<file path="src/hw/rtl/best_rational_approximation_top_macros.svh">
// Assertion macros shared by the rational approximation RTL.
// Depends on nothing; the checks vanish when SYNTHESIS is defined.
`ifndef BEST_RATIONAL_APPROXIMATION_TOP_MACROS_SVH
`define BEST_RATIONAL_APPROXIMATION_TOP_MACROS_SVH

`ifndef SYNTHESIS
// Consequent must hold in the same cycle as the antecedent.
`define BRA_ASSERT_SAME(label, clk, rst, ante, cons) \
   label: assert property (@(posedge clk) disable iff (rst) (ante) |-> (cons)) \
      else $error("same-cycle check failed");
// Consequent must hold in the cycle after the antecedent.
`define BRA_ASSERT_NEXT(label, clk, rst, ante, cons) \
   label: assert property (@(posedge clk) disable iff (rst) (ante) |=> (cons)) \
      else $error("next-cycle check failed");
`else
`define BRA_ASSERT_SAME(label, clk, rst, ante, cons)
`define BRA_ASSERT_NEXT(label, clk, rst, ante, cons)
`endif

`endif

</file>
<file path="src/hw/rtl/bra_pkg.sv">
// Types and constants for the rational approximation block.
// Used by the channel interfaces, the controller, the datapath and the top level.
package bra_pkg;

   localparam int VALUE_W           = 64;
   localparam int NUM_W             = 48;
   localparam int DENOUT_W          = 16;
   localparam int CSR_W             = 16;
   // Bound denominators stay below the 16-bit limit, so their sum needs 17 bits.
   localparam int D_W               = CSR_W + 1;
   localparam int DEN_WIDTH_DEFAULT = 16;
   localparam int FRAC_BITS_DEFAULT = 32;
   localparam logic [CSR_W-1:0] LIMIT_RESET = {CSR_W{1'b1}};

   typedef enum logic [2:0] {
      ST_IDLE,
      ST_SEARCH,
      ST_MUL_LOW,
      ST_MUL_HIGH,
      ST_PICK,
      ST_SCALE,
      ST_DONE
   } bra_state_type;

   typedef enum logic [2:0] {
      OP_NONE,
      OP_LOAD,
      OP_STEP,
      OP_MUL_LOW,
      OP_MUL_HIGH,
      OP_PICK,
      OP_SCALE
   } bra_op_type;

   typedef struct packed {
      bra_op_type op;
      logic       emit;
   } bra_cmd_type;

   typedef struct packed {
      logic more;
      logic out_free;
   } bra_status_type;

endpackage

</file>
<file path="src/hw/rtl/bra_req_if.sv">
// Request channel: one fixed-point value with a valid/ready handshake.
// Depends on bra_pkg for the field width.
interface bra_req_if import bra_pkg::*; ();
   logic                      valid;
   logic                      ready;
   logic signed [VALUE_W-1:0] value_fixed;

   modport source (output valid, output value_fixed, input ready);
   modport sink (input valid, input value_fixed, output ready);
endinterface

</file>
<file path="src/hw/rtl/bra_rsp_if.sv">
// Response channel: one fraction with a valid/ready handshake.
// Depends on bra_pkg for the field widths.
interface bra_rsp_if import bra_pkg::*; ();
   logic                    valid;
   logic                    ready;
   logic signed [NUM_W-1:0] numerator;
   logic [DENOUT_W-1:0]     denominator;

   modport source (output valid, output numerator, output denominator, input ready);
   modport sink (input valid, input numerator, input denominator, output ready);
endinterface

</file>
<file path="src/hw/rtl/bra_ctrl.sv">
// Sequencing state machine for the rational approximation block.
// Depends on bra_pkg; drives the datapath by command and reads its status.
module bra_ctrl import bra_pkg::*; (
   input  logic           clock,
   input  logic           reset,
   input  logic           req_valid,
   output logic           req_ready,
   input  bra_status_type status,
   output bra_cmd_type    cmd
);

   bra_state_type state_ff;
   bra_state_type state_in;

   always_ff @(posedge clock) begin
      if (reset) begin
         state_ff <= ST_IDLE;
      end else begin
         state_ff <= state_in;
      end
   end

   always_comb begin
      state_in  = state_ff;
      req_ready = 1'b0;
      cmd.op    = OP_NONE;
      cmd.emit  = 1'b0;
      unique case (state_ff)
         ST_IDLE: begin
            req_ready = 1'b1;
            if (req_valid) begin
               cmd.op   = OP_LOAD;
               state_in = ST_SEARCH;
            end
         end
         ST_SEARCH: begin
            if (status.more) begin
               cmd.op = OP_STEP;
            end else begin
               state_in = ST_MUL_LOW;
            end
         end
         ST_MUL_LOW: begin
            cmd.op   = OP_MUL_LOW;
            state_in = ST_MUL_HIGH;
         end
         ST_MUL_HIGH: begin
            cmd.op   = OP_MUL_HIGH;
            state_in = ST_PICK;
         end
         ST_PICK: begin
            cmd.op   = OP_PICK;
            state_in = ST_SCALE;
         end
         ST_SCALE: begin
            cmd.op   = OP_SCALE;
            state_in = ST_DONE;
         end
         ST_DONE: begin
            // Wait here only while an earlier response still sits unread.
            if (status.out_free) begin
               cmd.emit = 1'b1;
               state_in = ST_IDLE;
            end
         end
         default: begin
            state_in = ST_IDLE;
         end
      endcase
   end

endmodule

</file>
<file path="src/hw/rtl/bra_datapath.sv">
// Datapath of the rational approximation block: limit register, mediant search
// with running error terms, final cross-multiplied compare and output register.
// Depends on bra_pkg, bra_rsp_if and the assertion macro header.
`include "best_rational_approximation_top_macros.svh"

module bra_datapath import bra_pkg::*; #(
   parameter int DEN_WIDTH = DEN_WIDTH_DEFAULT,
   parameter int FRAC_BITS = FRAC_BITS_DEFAULT
) (
   input  logic                      clock,
   input  logic                      reset,
   input  logic                      csr_we,
   input  logic [CSR_W-1:0]          csr_wdata,
   input  logic signed [VALUE_W-1:0] req_value,
   input  bra_cmd_type               cmd,
   output bra_status_type            status,
   bra_rsp_if.source                 rsp_ch
);

   localparam int LIM_BITS = (DEN_WIDTH < CSR_W) ? DEN_WIDTH : CSR_W;
   localparam logic [CSR_W-1:0] LIM_MASK = CSR_W'((64'd1 << LIM_BITS) - 64'd1);
   localparam int E_W = FRAC_BITS + 2;
   localparam int M_W = FRAC_BITS + 1;
   localparam int P_W = M_W + D_W;

   logic [CSR_W-1:0]          limit_ff;
   logic [CSR_W-1:0]          limit_masked;

   // Error terms e = f*d - n*2^FRAC_BITS of the two bounds; the mediant's
   // error is their sum, so the search needs no multiplier.
   logic signed [E_W-1:0]     e1_ff, e2_ff;
   logic [D_W-1:0]            n1_ff, d1_ff, n2_ff, d2_ff;
   logic [NUM_W-1:0]          whole_ff;
   logic [P_W-1:0]            p_low_ff, p_high_ff;
   logic [D_W-1:0]            nsel_ff, dsel_ff;
   logic [NUM_W-1:0]          res_num_ff;
   logic                      rsp_valid_ff;
   logic [NUM_W-1:0]          rsp_num_ff;
   logic [DENOUT_W-1:0]       rsp_den_ff;

   logic signed [VALUE_W-1:0] shifted;
   logic signed [E_W-1:0]     f_ext;
   logic signed [E_W-1:0]     em;
   logic signed [E_W-1:0]     neg_e2;
   logic [D_W-1:0]            nm, dm;
   logic [D_W:0]              dsum;
   logic                      em_pos;
   logic [M_W-1:0]            mul_a;
   logic [D_W-1:0]            mul_b;
   logic [P_W-1:0]            mul_p;
   logic [NUM_W+DENOUT_W-1:0] scale_p;

   assign limit_masked = csr_wdata & LIM_MASK;

   always_ff @(posedge clock) begin
      if (reset) begin
         limit_ff <= LIMIT_RESET;
      end else if (csr_we) begin
         // A limit of zero is held at one.
         limit_ff <= (limit_masked == '0) ? CSR_W'(1) : limit_masked;
      end
   end

   assign shifted = req_value >>> FRAC_BITS;
   assign f_ext   = $signed({2'b00, req_value[FRAC_BITS-1:0]});
   assign em      = e1_ff + e2_ff;
   assign em_pos  = !em[E_W-1] && (em != '0);
   assign nm      = n1_ff + n2_ff;
   assign dm      = d1_ff + d2_ff;
   assign dsum    = {1'b0, d1_ff} + {1'b0, d2_ff};
   assign neg_e2  = -e2_ff;

   assign mul_a   = (cmd.op == OP_MUL_LOW) ? e1_ff[M_W-1:0] : neg_e2[M_W-1:0];
   assign mul_b   = (cmd.op == OP_MUL_LOW) ? d2_ff : d1_ff;
   assign mul_p   = mul_a * mul_b;
   assign scale_p = dsel_ff[DENOUT_W-1:0] * whole_ff;

   always_ff @(posedge clock) begin
      case (cmd.op)
         OP_LOAD: begin
            e1_ff    <= f_ext;
            e2_ff    <= f_ext - $signed({2'b01, {FRAC_BITS{1'b0}}});
            n1_ff    <= '0;
            d1_ff    <= D_W'(1);
            n2_ff    <= D_W'(1);
            d2_ff    <= D_W'(1);
            whole_ff <= shifted[NUM_W-1:0];
         end
         OP_STEP: begin
            // The lower bound moves only when the value lies strictly above the mediant.
            if (em_pos) begin
               e1_ff <= em;
               n1_ff <= nm;
               d1_ff <= dm;
            end else begin
               e2_ff <= em;
               n2_ff <= nm;
               d2_ff <= dm;
            end
         end
         OP_MUL_LOW: begin
            p_low_ff <= mul_p;
         end
         OP_MUL_HIGH: begin
            p_high_ff <= mul_p;
         end
         OP_PICK: begin
            // The lower bound wins only when strictly nearer; a tie goes up.
            if (p_low_ff < p_high_ff) begin
               nsel_ff <= n1_ff;
               dsel_ff <= d1_ff;
            end else begin
               nsel_ff <= n2_ff;
               dsel_ff <= d2_ff;
            end
         end
         OP_SCALE: begin
            res_num_ff <= scale_p[NUM_W-1:0] + NUM_W'(nsel_ff);
         end
         default: begin
         end
      endcase
   end

   always_ff @(posedge clock) begin
      if (reset) begin
         rsp_valid_ff <= 1'b0;
      end else if (cmd.emit) begin
         rsp_valid_ff <= 1'b1;
      end else if (rsp_ch.ready) begin
         rsp_valid_ff <= 1'b0;
      end
   end

   always_ff @(posedge clock) begin
      if (cmd.emit) begin
         rsp_num_ff <= res_num_ff;
         rsp_den_ff <= dsel_ff[DENOUT_W-1:0];
      end
   end

   assign status.more     = dsum < (D_W + 1)'(limit_ff);
   assign status.out_free = !rsp_valid_ff || rsp_ch.ready;

   assign rsp_ch.valid       = rsp_valid_ff;
   assign rsp_ch.numerator   = $signed(rsp_num_ff);
   assign rsp_ch.denominator = rsp_den_ff;

   `BRA_ASSERT_NEXT(a_load_bounds, clock, reset, cmd.op == OP_LOAD, (d1_ff == D_W'(1)) && (d2_ff == D_W'(1)) && !e1_ff[E_W-1])
   `BRA_ASSERT_SAME(a_step_signs, clock, reset, cmd.op == OP_STEP, !e1_ff[E_W-1] && (e2_ff[E_W-1] || (e2_ff == '0)))
   `BRA_ASSERT_SAME(a_step_below_limit, clock, reset, cmd.op == OP_STEP, dsum < (D_W + 1)'(limit_ff))
   `BRA_ASSERT_SAME(a_emit_slot_free, clock, reset, cmd.emit, !rsp_valid_ff || rsp_ch.ready)

endmodule

</file>
<file path="src/hw/rtl/best_rational_approximation_top.sv">
// Channel    Direction  Handshake       Payload
// req_ch     in         valid / ready   value_fixed (signed Q32.32)
// rsp_ch     out        valid / ready   numerator (signed 48), denominator (16)
// csr        in         csr_we          csr_wdata: max_denominator
//
// A request runs k mediant steps, where k is at most max_denominator - 2, then the
// low and high cross-multiplies, the compare and the scaling; the step loop runs one
// mediant per cycle in the datapath. Requests are taken one at a time.
// Reset is synchronous and active high and loads max_denominator with 65535.
// A stalled response holds in the output register while the next request is taken;
// it stalls the following one only when that one finishes first.
// Top level: joins the controller and the datapath. Depends on bra_pkg and the
// channel interfaces.
module best_rational_approximation_top import bra_pkg::*; #(
   parameter int DEN_WIDTH = DEN_WIDTH_DEFAULT,
   parameter int FRAC_BITS = FRAC_BITS_DEFAULT
) (
   input  logic             clock,
   input  logic             reset,
   input  logic             csr_we,
   input  logic [CSR_W-1:0] csr_wdata,
   bra_req_if.sink          req_ch,
   bra_rsp_if.source        rsp_ch
);

   bra_cmd_type    cmd;
   bra_status_type status;
   logic           req_ready;

   assign req_ch.ready = req_ready;

   bra_ctrl u_ctrl (
      .clock     (clock),
      .reset     (reset),
      .req_valid (req_ch.valid),
      .req_ready (req_ready),
      .status    (status),
      .cmd       (cmd)
   );

   bra_datapath #(
      .DEN_WIDTH (DEN_WIDTH),
      .FRAC_BITS (FRAC_BITS)
   ) u_datapath (
      .clock     (clock),
      .reset     (reset),
      .csr_we    (csr_we),
      .csr_wdata (csr_wdata),
      .req_value (req_ch.value_fixed),
      .cmd       (cmd),
      .status    (status),
      .rsp_ch    (rsp_ch)
   );

endmodule
</file>
<file path="src/flat_wrapper.sv">
// flat-port wrapper written by rule: the top's interface ports become plain ports
module best_rational_approximation_top_flat import bra_pkg::*;
#(
   parameter int DEN_WIDTH = DEN_WIDTH_DEFAULT,
   parameter int FRAC_BITS = FRAC_BITS_DEFAULT
)
  (clock, reset, csr_we, csr_wdata, req_ch_valid, req_ch_value_fixed, req_ch_ready, rsp_ch_valid, rsp_ch_numerator, rsp_ch_denominator, rsp_ch_ready);
  bra_req_if req_ch_i ();
  bra_rsp_if rsp_ch_i ();
  input  logic clock;
  input  logic reset;
  input  logic csr_we;
  input  logic [CSR_W-1:0] csr_wdata;
  input wire logic [$bits(req_ch_i.valid)-1:0] req_ch_valid;
  input wire logic [$bits(req_ch_i.value_fixed)-1:0] req_ch_value_fixed;
  output wire logic [$bits(req_ch_i.ready)-1:0] req_ch_ready;
  output wire logic [$bits(rsp_ch_i.valid)-1:0] rsp_ch_valid;
  output wire logic [$bits(rsp_ch_i.numerator)-1:0] rsp_ch_numerator;
  output wire logic [$bits(rsp_ch_i.denominator)-1:0] rsp_ch_denominator;
  input wire logic [$bits(rsp_ch_i.ready)-1:0] rsp_ch_ready;
  assign req_ch_i.valid = req_ch_valid;
  assign req_ch_i.value_fixed = req_ch_value_fixed;
  assign req_ch_ready = req_ch_i.ready;
  assign rsp_ch_valid = rsp_ch_i.valid;
  assign rsp_ch_numerator = rsp_ch_i.numerator;
  assign rsp_ch_denominator = rsp_ch_i.denominator;
  assign rsp_ch_i.ready = rsp_ch_ready;
  best_rational_approximation_top #(.DEN_WIDTH(DEN_WIDTH), .FRAC_BITS(FRAC_BITS)) u_core (.clock(clock), .reset(reset), .csr_we(csr_we), .csr_wdata(csr_wdata), .req_ch(req_ch_i), .rsp_ch(rsp_ch_i));
endmodule
</file>
<file path="config.mk">
export PLATFORM = sky130hd
export DESIGN_NAME = best_rational_approximation_top_flat
export DESIGN_NICKNAME = d
export VERILOG_FILES = /design/src/hw/rtl/bra_pkg.sv /design/src/hw/rtl/bra_req_if.sv /design/src/hw/rtl/bra_rsp_if.sv /design/src/hw/rtl/bra_ctrl.sv /design/src/hw/rtl/bra_datapath.sv /design/src/hw/rtl/best_rational_approximation_top.sv /design/src/flat_wrapper.sv
export VERILOG_INCLUDE_DIRS = /design/src /design/src/hw/rtl
export SDC_FILE = /design/constraint.sdc
export NUM_CORES = 2
export LEC_CHECK = 0
export ABC_AREA = 1
export BUFFER_PORTS_ARGS = -buffer_cell sky130_fd_sc_hd__clkbuf_2
export CAP_MARGIN = 20
export CORE_UTILIZATION = 55
export CTS_CLUSTER_DIAMETER = 80
export DETAILED_ROUTE_END_ITERATION = 8
export PLACE_DENSITY = 0.83
export SLEW_MARGIN = 0
export SYNTH_ARGS = -nofsm -noshare
export SYNTH_HDL_FRONTEND = slang
export SYNTH_SLANG_ARGS = --single-unit
</file>
<file path="constraint.sdc">
create_clock -name clock -period 15.7 [get_ports clock]
set_clock_uncertainty 0.05 [all_clocks]
set_input_delay 2.355 -clock clock [delete_from_list [all_inputs] [get_ports clock]]
set_output_delay 2.355 -clock clock [all_outputs]
set_load 0.02 [all_outputs]
</file>
### Word level (Yosys, flattened, before mapping)

Index checks and enable logic that the tools add are counted.
Widths: inputs -> output; s select.

| operators by class | value |
|---|---|
| order comparisons | 2 |
| multiply operators | 2 |
| equality and inequality tests | 17 |
| muxes and demuxes | 29 |
| reduce and logical (&&, ||, !) cells | 12 |
| $add $sub $neg | 7 |

Operator list:

| operator | count |
|---|---|
| $pmux 17 s2 | 4 |
| $pmux 34 s2 | 2 |
| $mux 17 | 6 |
| $mux 34 | 2 |
| $lt 50x50->1 | 1 |
| $mul 33x17->50 | 1 |
| $add 48x17->48 | 1 |
| $mul 16x48->48 | 1 |
| $add 17x17->17 | 2 |
| $add 34x34->34 | 1 |
| $reduce_bool 34->1 | 1 |
| $sub 32x33->34 const B | 1 |
| $mux 33 | 1 |
| $neg 33->33 | 1 |
| $mux 16 | 2 |
| $pmux 3 s7 | 1 |
| $add 17x17->18 | 1 |
| $eq 3x3->1 const B | 6 |
| $lt 18x16->1 | 1 |
| $pmux 3 s6 | 1 |
| $logic_not 16->1 | 1 |
| $eq 3x2->1 const B | 4 |
| $mux 3 | 3 |
| $ne 2x2->1 const B | 4 |
| other kinds (11) | 20 |

| word-level totals | value |
|---|---|
| input port bits | 85 |
| word-level logic and storage cells | 86 |
| output and inout bits | 66 |
| register bits after elaboration | 433 |

### Logic depth before layout (Yosys ltp)

| depth | value |
|---|---|
| word-level depth | 7 |
| gate-level depth with buffers | 38 |
| mapped depth without buffers | 38 |

### Cells and area by module

A second synthesis with hierarchy kept.

| unflattened totals | value |
|---|---|
| cells, all modules | 6,668 |
| area total of the unflattened synthesis | 57,604.0 um^2 |

Modules (own cells, without submodules):

| module | cells an instance | area an instance (um^2) | sequential area each (um^2) | instances |
|---|---|---|---|---|
| bra_datapath | 6,631 | 57,387.5 | 12,742.2 | 1 |
| bra_ctrl | 37 | 216.5 | 60.1 | 1 |

### Least setup slack after synthesis

No wires, ideal clock.

| timing path | value |
|---|---|
| path type | input to register |
| start point | in rsp_ch_ready |
| end point | reg u_core.u_datapath.rsp_den_ff[0] (netlist: u_core.u_datapath.rsp_ch.denominator[0]), enable pin |
| setup slack | 6.548 ns |
| buffers on the path | 0 |
| data required time | 15.006 ns |
| arrival | 8.458 ns |
| stages | 2 |
| setup time | 0.644 ns |
| path through | nor2_1 -> nor4_1 |

RTL lines:

| element | line | source |
|---|---|---|
| from (decl) | flat_wrapper.sv:20 | `input wire logic [$bits(rsp_ch_i.ready)-1:0] rsp_ch_ready;` |
| to (signal assigned) | bra_datapath.sv:138 | `rsp_den_ff <= dsel_ff[DENOUT_W-1:0];` |
| to (decl) | bra_datapath.sv:39 | `logic [DENOUT_W-1:0] rsp_den_ff;` |

### Worst setup path after layout

| timing path | value |
|---|---|
| start point | reg u_core.u_ctrl.state_ff[1] |
| end point | reg u_core.u_datapath.p_high_ff[43] (data pin) |

| between the ends | value |
|---|---|
| cells in the longest elaborated chain, start to end | 5 |
| elaborated cells on any way between the ends | 11 |
| classes of those cells | mul (1); eq/ne (6); mux (3); reduce/logical (1) |

RTL lines:

| element | line | source |
|---|---|---|
| from (decl) | bra_ctrl.sv:12 | `bra_state_type state_ff;` |
| from (signal assigned) | bra_ctrl.sv:19 | `state_ff <= state_in;` |
| $eq 3x3->1, or another cell as far along | bra_ctrl.sv:28 | `unique case (state_ff)` |
| $pmux 3 s6 * | bra_ctrl.sv:28 |  |
| $eq 3x2->1 * | bra_datapath.sv:73, bra_datapath.sv:74 |  |
| $mux 33 / $mux 17 (equally long branches) | bra_datapath.sv:73, bra_datapath.sv:74 |  |
| $mul 33x17->50 * | bra_datapath.sv:75 | `assign mul_p = mul_a * mul_b;` |
| via u_core.u_datapath.mul_p[43] | bra_datapath.sv:50 | `logic [P_W-1:0] mul_p;` |
| to (signal assigned) | bra_datapath.sv:105 | `p_high_ff <= mul_p;` |
| to (decl) | bra_datapath.sv:34 | `logic [P_W-1:0] p_low_ff, p_high_ff;` |

Mark *: on every way through the listed nets, which the timed path passes. The rest lies on a longest branch.
A chain may end at the register's enable or synchronous reset.

==> impl_results.md <==
- Run status: finished, final reports clean
- Clk_lat worst skew: 0.69 ns
- Minimum clock period: 9.53 ns
- Routed len/inst: 18.9 µm
- Post-synth EDFFs: 413
- FILL cells: 8,687
- First DRT Iteration DRCs: 4,217
- Largest net degree at the start of global routing: 81
- Met1 WL: 54,100 µm
- Post-CTS sizing: 0
- Vias in the first global route: 48,579
- GRT Total Usage: 0.297
- Final wirelength: 154,000 µm
- Max Slew Vio Count: 0
- Worst-margin pin slew: 1.22 ns
- RSZ-0062 raised after global routing: no
- # diodes: 0
- Startpoint Class: flop
- Starting Density: 0.556
- Hold bufs inserted after CTS: 0
- Worst Path Max Fanout: 69
- Nets@finish: 8,167
- H-tree Lvls: 2
- Synth cell count leaders: inv_1, nand2_1, fa_1
- Yosys reg bits: 433
- Hold WC Path Type: reg -> reg
- DPL Wire Length: 120,000 µm
- Count of cell types in the netlist: 55
- Top cells by area, synth: fa_1, edfxtp_1, inv_1
- Fmax: 0.105 GHz
- Vias: 45,204
- Total CTS buffers: 51
- Worst path max stage delay: 0.85 ns
- Synthesis Warnings: 0
- Area growth, synth to finish: 6.55%
- Std-Cell Rows: 118
- Root buffer cell: clkbuf_16
- Final Hold Fails: 0
- Crit-path slowest cell: inv_1
- Clock-pin slew on the worst setup and hold paths: 0.06 ns
- Async set-reset flop share out of synthesis: 0
- Share of cells above drive strength 1: 0.0542
- Worst EP arrival: 9.92 ns
- Fin crit share: 0.607
- Main synth FF type: edfxtp_1
- Clock tree buffer depth: 3
- Synth Cell Area: 0.0577 mm²
- Synthesized instance count: 6,725
- WP data required: 16.09 ns
- Total negative slack: 0 ns
- IO Pins: 151
- Met3 WL: 15,100 µm
- Die Span X: 326 µm
- TritonRoute pass-1 iters: 6
- # Max-Cap Violations: 0
- Sequential area share after synthesis: 0.222
- Most common cell in the netlist: inv_1
- CTS tree: built
- Buffers added on ports: 150
- Post-CTS Setup Bufs: 0
- Gpl congestion: 0.969
- First-pass GRT wire length: 247,000 µm
- TritonCTS Sinks: 433
- Area leader, netlist: fa_1
- Routed wl met2: 74,400 µm
- Post-synth top area share: 0.337
- Worst setup path category: reg -> reg
- Routed Antenna Nets: 0
- Avg Inst Size Synth: 8.58 µm²
- Finish-stage setup viols: 0
- Die Span Y: 326 µm
- Slew margin rel.: 0.184
- Initial antenna violation count: 2
- Critical Path Sink Type: flop
- Die Area: 0.106 mm²
- DRC: 0
- Grt ovf: 0
- Core Region: 0.104 mm²
- Vias per cell: 5.53
- Top Metal Used: met5
## placed cells by master (no fill, tap or decap), types with 13 or more instances in the layout
master	count
a21oi_1	225
a31oi_1	21
buf_4	46
clkbuf_16	51
clkbuf_2	150
clkinv_1	13
dfxtp_1	20
edfxtp_1	413
fa_1	970
ha_1	358
inv_1	1710
nand2_1	1559
nand3_1	181
nand4_1	32
nor2_1	479
nor3_1	33
o211ai_1	18
o21a_1	14
o21ai_0	129
o21ai_1	13
o21ai_2	14
o21bai_1	15
or2_2	23
xnor2_1	59
xor2_1	85
## worst paths after layout
| check | from | to | slack (ns) | depth (start not counted) |
|---|---|---|---|---|
| max | u_core.u_ctrl.state_ff[1] | u_core.u_datapath.p_high_ff[43] | 6.17 | 30 |
| min | u_core.u_datapath.res_num_ff[18] | u_core.u_datapath.rsp_ch.numerator[18] | 0.37 | 0 |
| max reg2reg | u_core.u_ctrl.state_ff[1] | u_core.u_datapath.p_high_ff[43] | 6.17 | 30 |
| min reg2reg | u_core.u_datapath.res_num_ff[18] | u_core.u_datapath.rsp_ch.numerator[18] | 0.37 | 0 |
## critical path: cells and delay by family (launching register included)
kind                     cells  cell delay [ns]
adder cells (fa/ha/maj)      7             3.40
flip-flops                   1             0.35
AND/OR/NAND/NOR             10             1.80
buffers and inverters        9             2.46
XOR/XNOR                     1             0.20
AO/OA/AOI/OAI                3             0.90
## per-layer routing
| metal | vias to the layer above | track usage |
|---|---|---|
| li1 | 20106 | - |
| met5 | - | 0.00177 |
| met4 | 6 | 0.185 |
| met1 | 21755 | 0.343 |
| met3 | 741 | 0.0622 |
| met2 | 2596 | 0.504 |
## metrics by stage
stage / setup slack (ns) / util / cells / cell area, µm² / hold WS, ns
after floorplan: 6.55 / - / 6726 / 57700 / 0.350
after global placement: 6.71 / 0.576 / 8080 / 59800 / 0.350
after detailed placement: 6.44 / 0.576 / 8080 / 59800 / 0.355
after CTS: 6.33 / 0.592 / 8174 / 61500 / 0.366
after global routing: 5.66 / 0.592 / 8175 / 61500 / 0.368
final: 6.17 / 0.592 / 8175 / 61500 / 0.367
## sequential cells by signal (all words and copies together), names as in the netlist, 32 cells and up
register	count
u_core.u_datapath.p_low_ff	50
u_core.u_datapath.e1_ff	34
u_core.u_datapath.rsp_ch.numerator	48
u_core.u_datapath.res_num_ff	48
u_core.u_datapath.p_high_ff	50
u_core.u_datapath.whole_ff	32
u_core.u_datapath.e2_ff	34
## layout make-up
type                    count  area [µm²]  area share
inverters                1725        6470       0.105
multi-input cells        4346       37700       0.612
well taps                1380        1730      0.0281
clock inverters            37         409     0.00665
clock buffers              57        1300      0.0211
flip-flops and latches    433       12800       0.208
repair buffers            197        1120      0.0182
## kinds of logic (layout without fill, tap and decap cells)
logic type / count (synthesis) / in the layout / synth area share
buf+inv: 1947 / 2016 / 0.127
simple gates: 2377 / 2377 / 0.166
flops: 433 / 433 / 0.222
xor+xnor: 144 / 144 / 0.0219
compound gates: 495 / 495 / 0.0485
other cells: 1 / 2 / 0.0000650
fa+ha+maj: 1328 / 1328 / 0.414
Power is left out: the tool's default activity adds up to more than one toggle a clock period on the data nets, which glitch-free logic cannot reach.
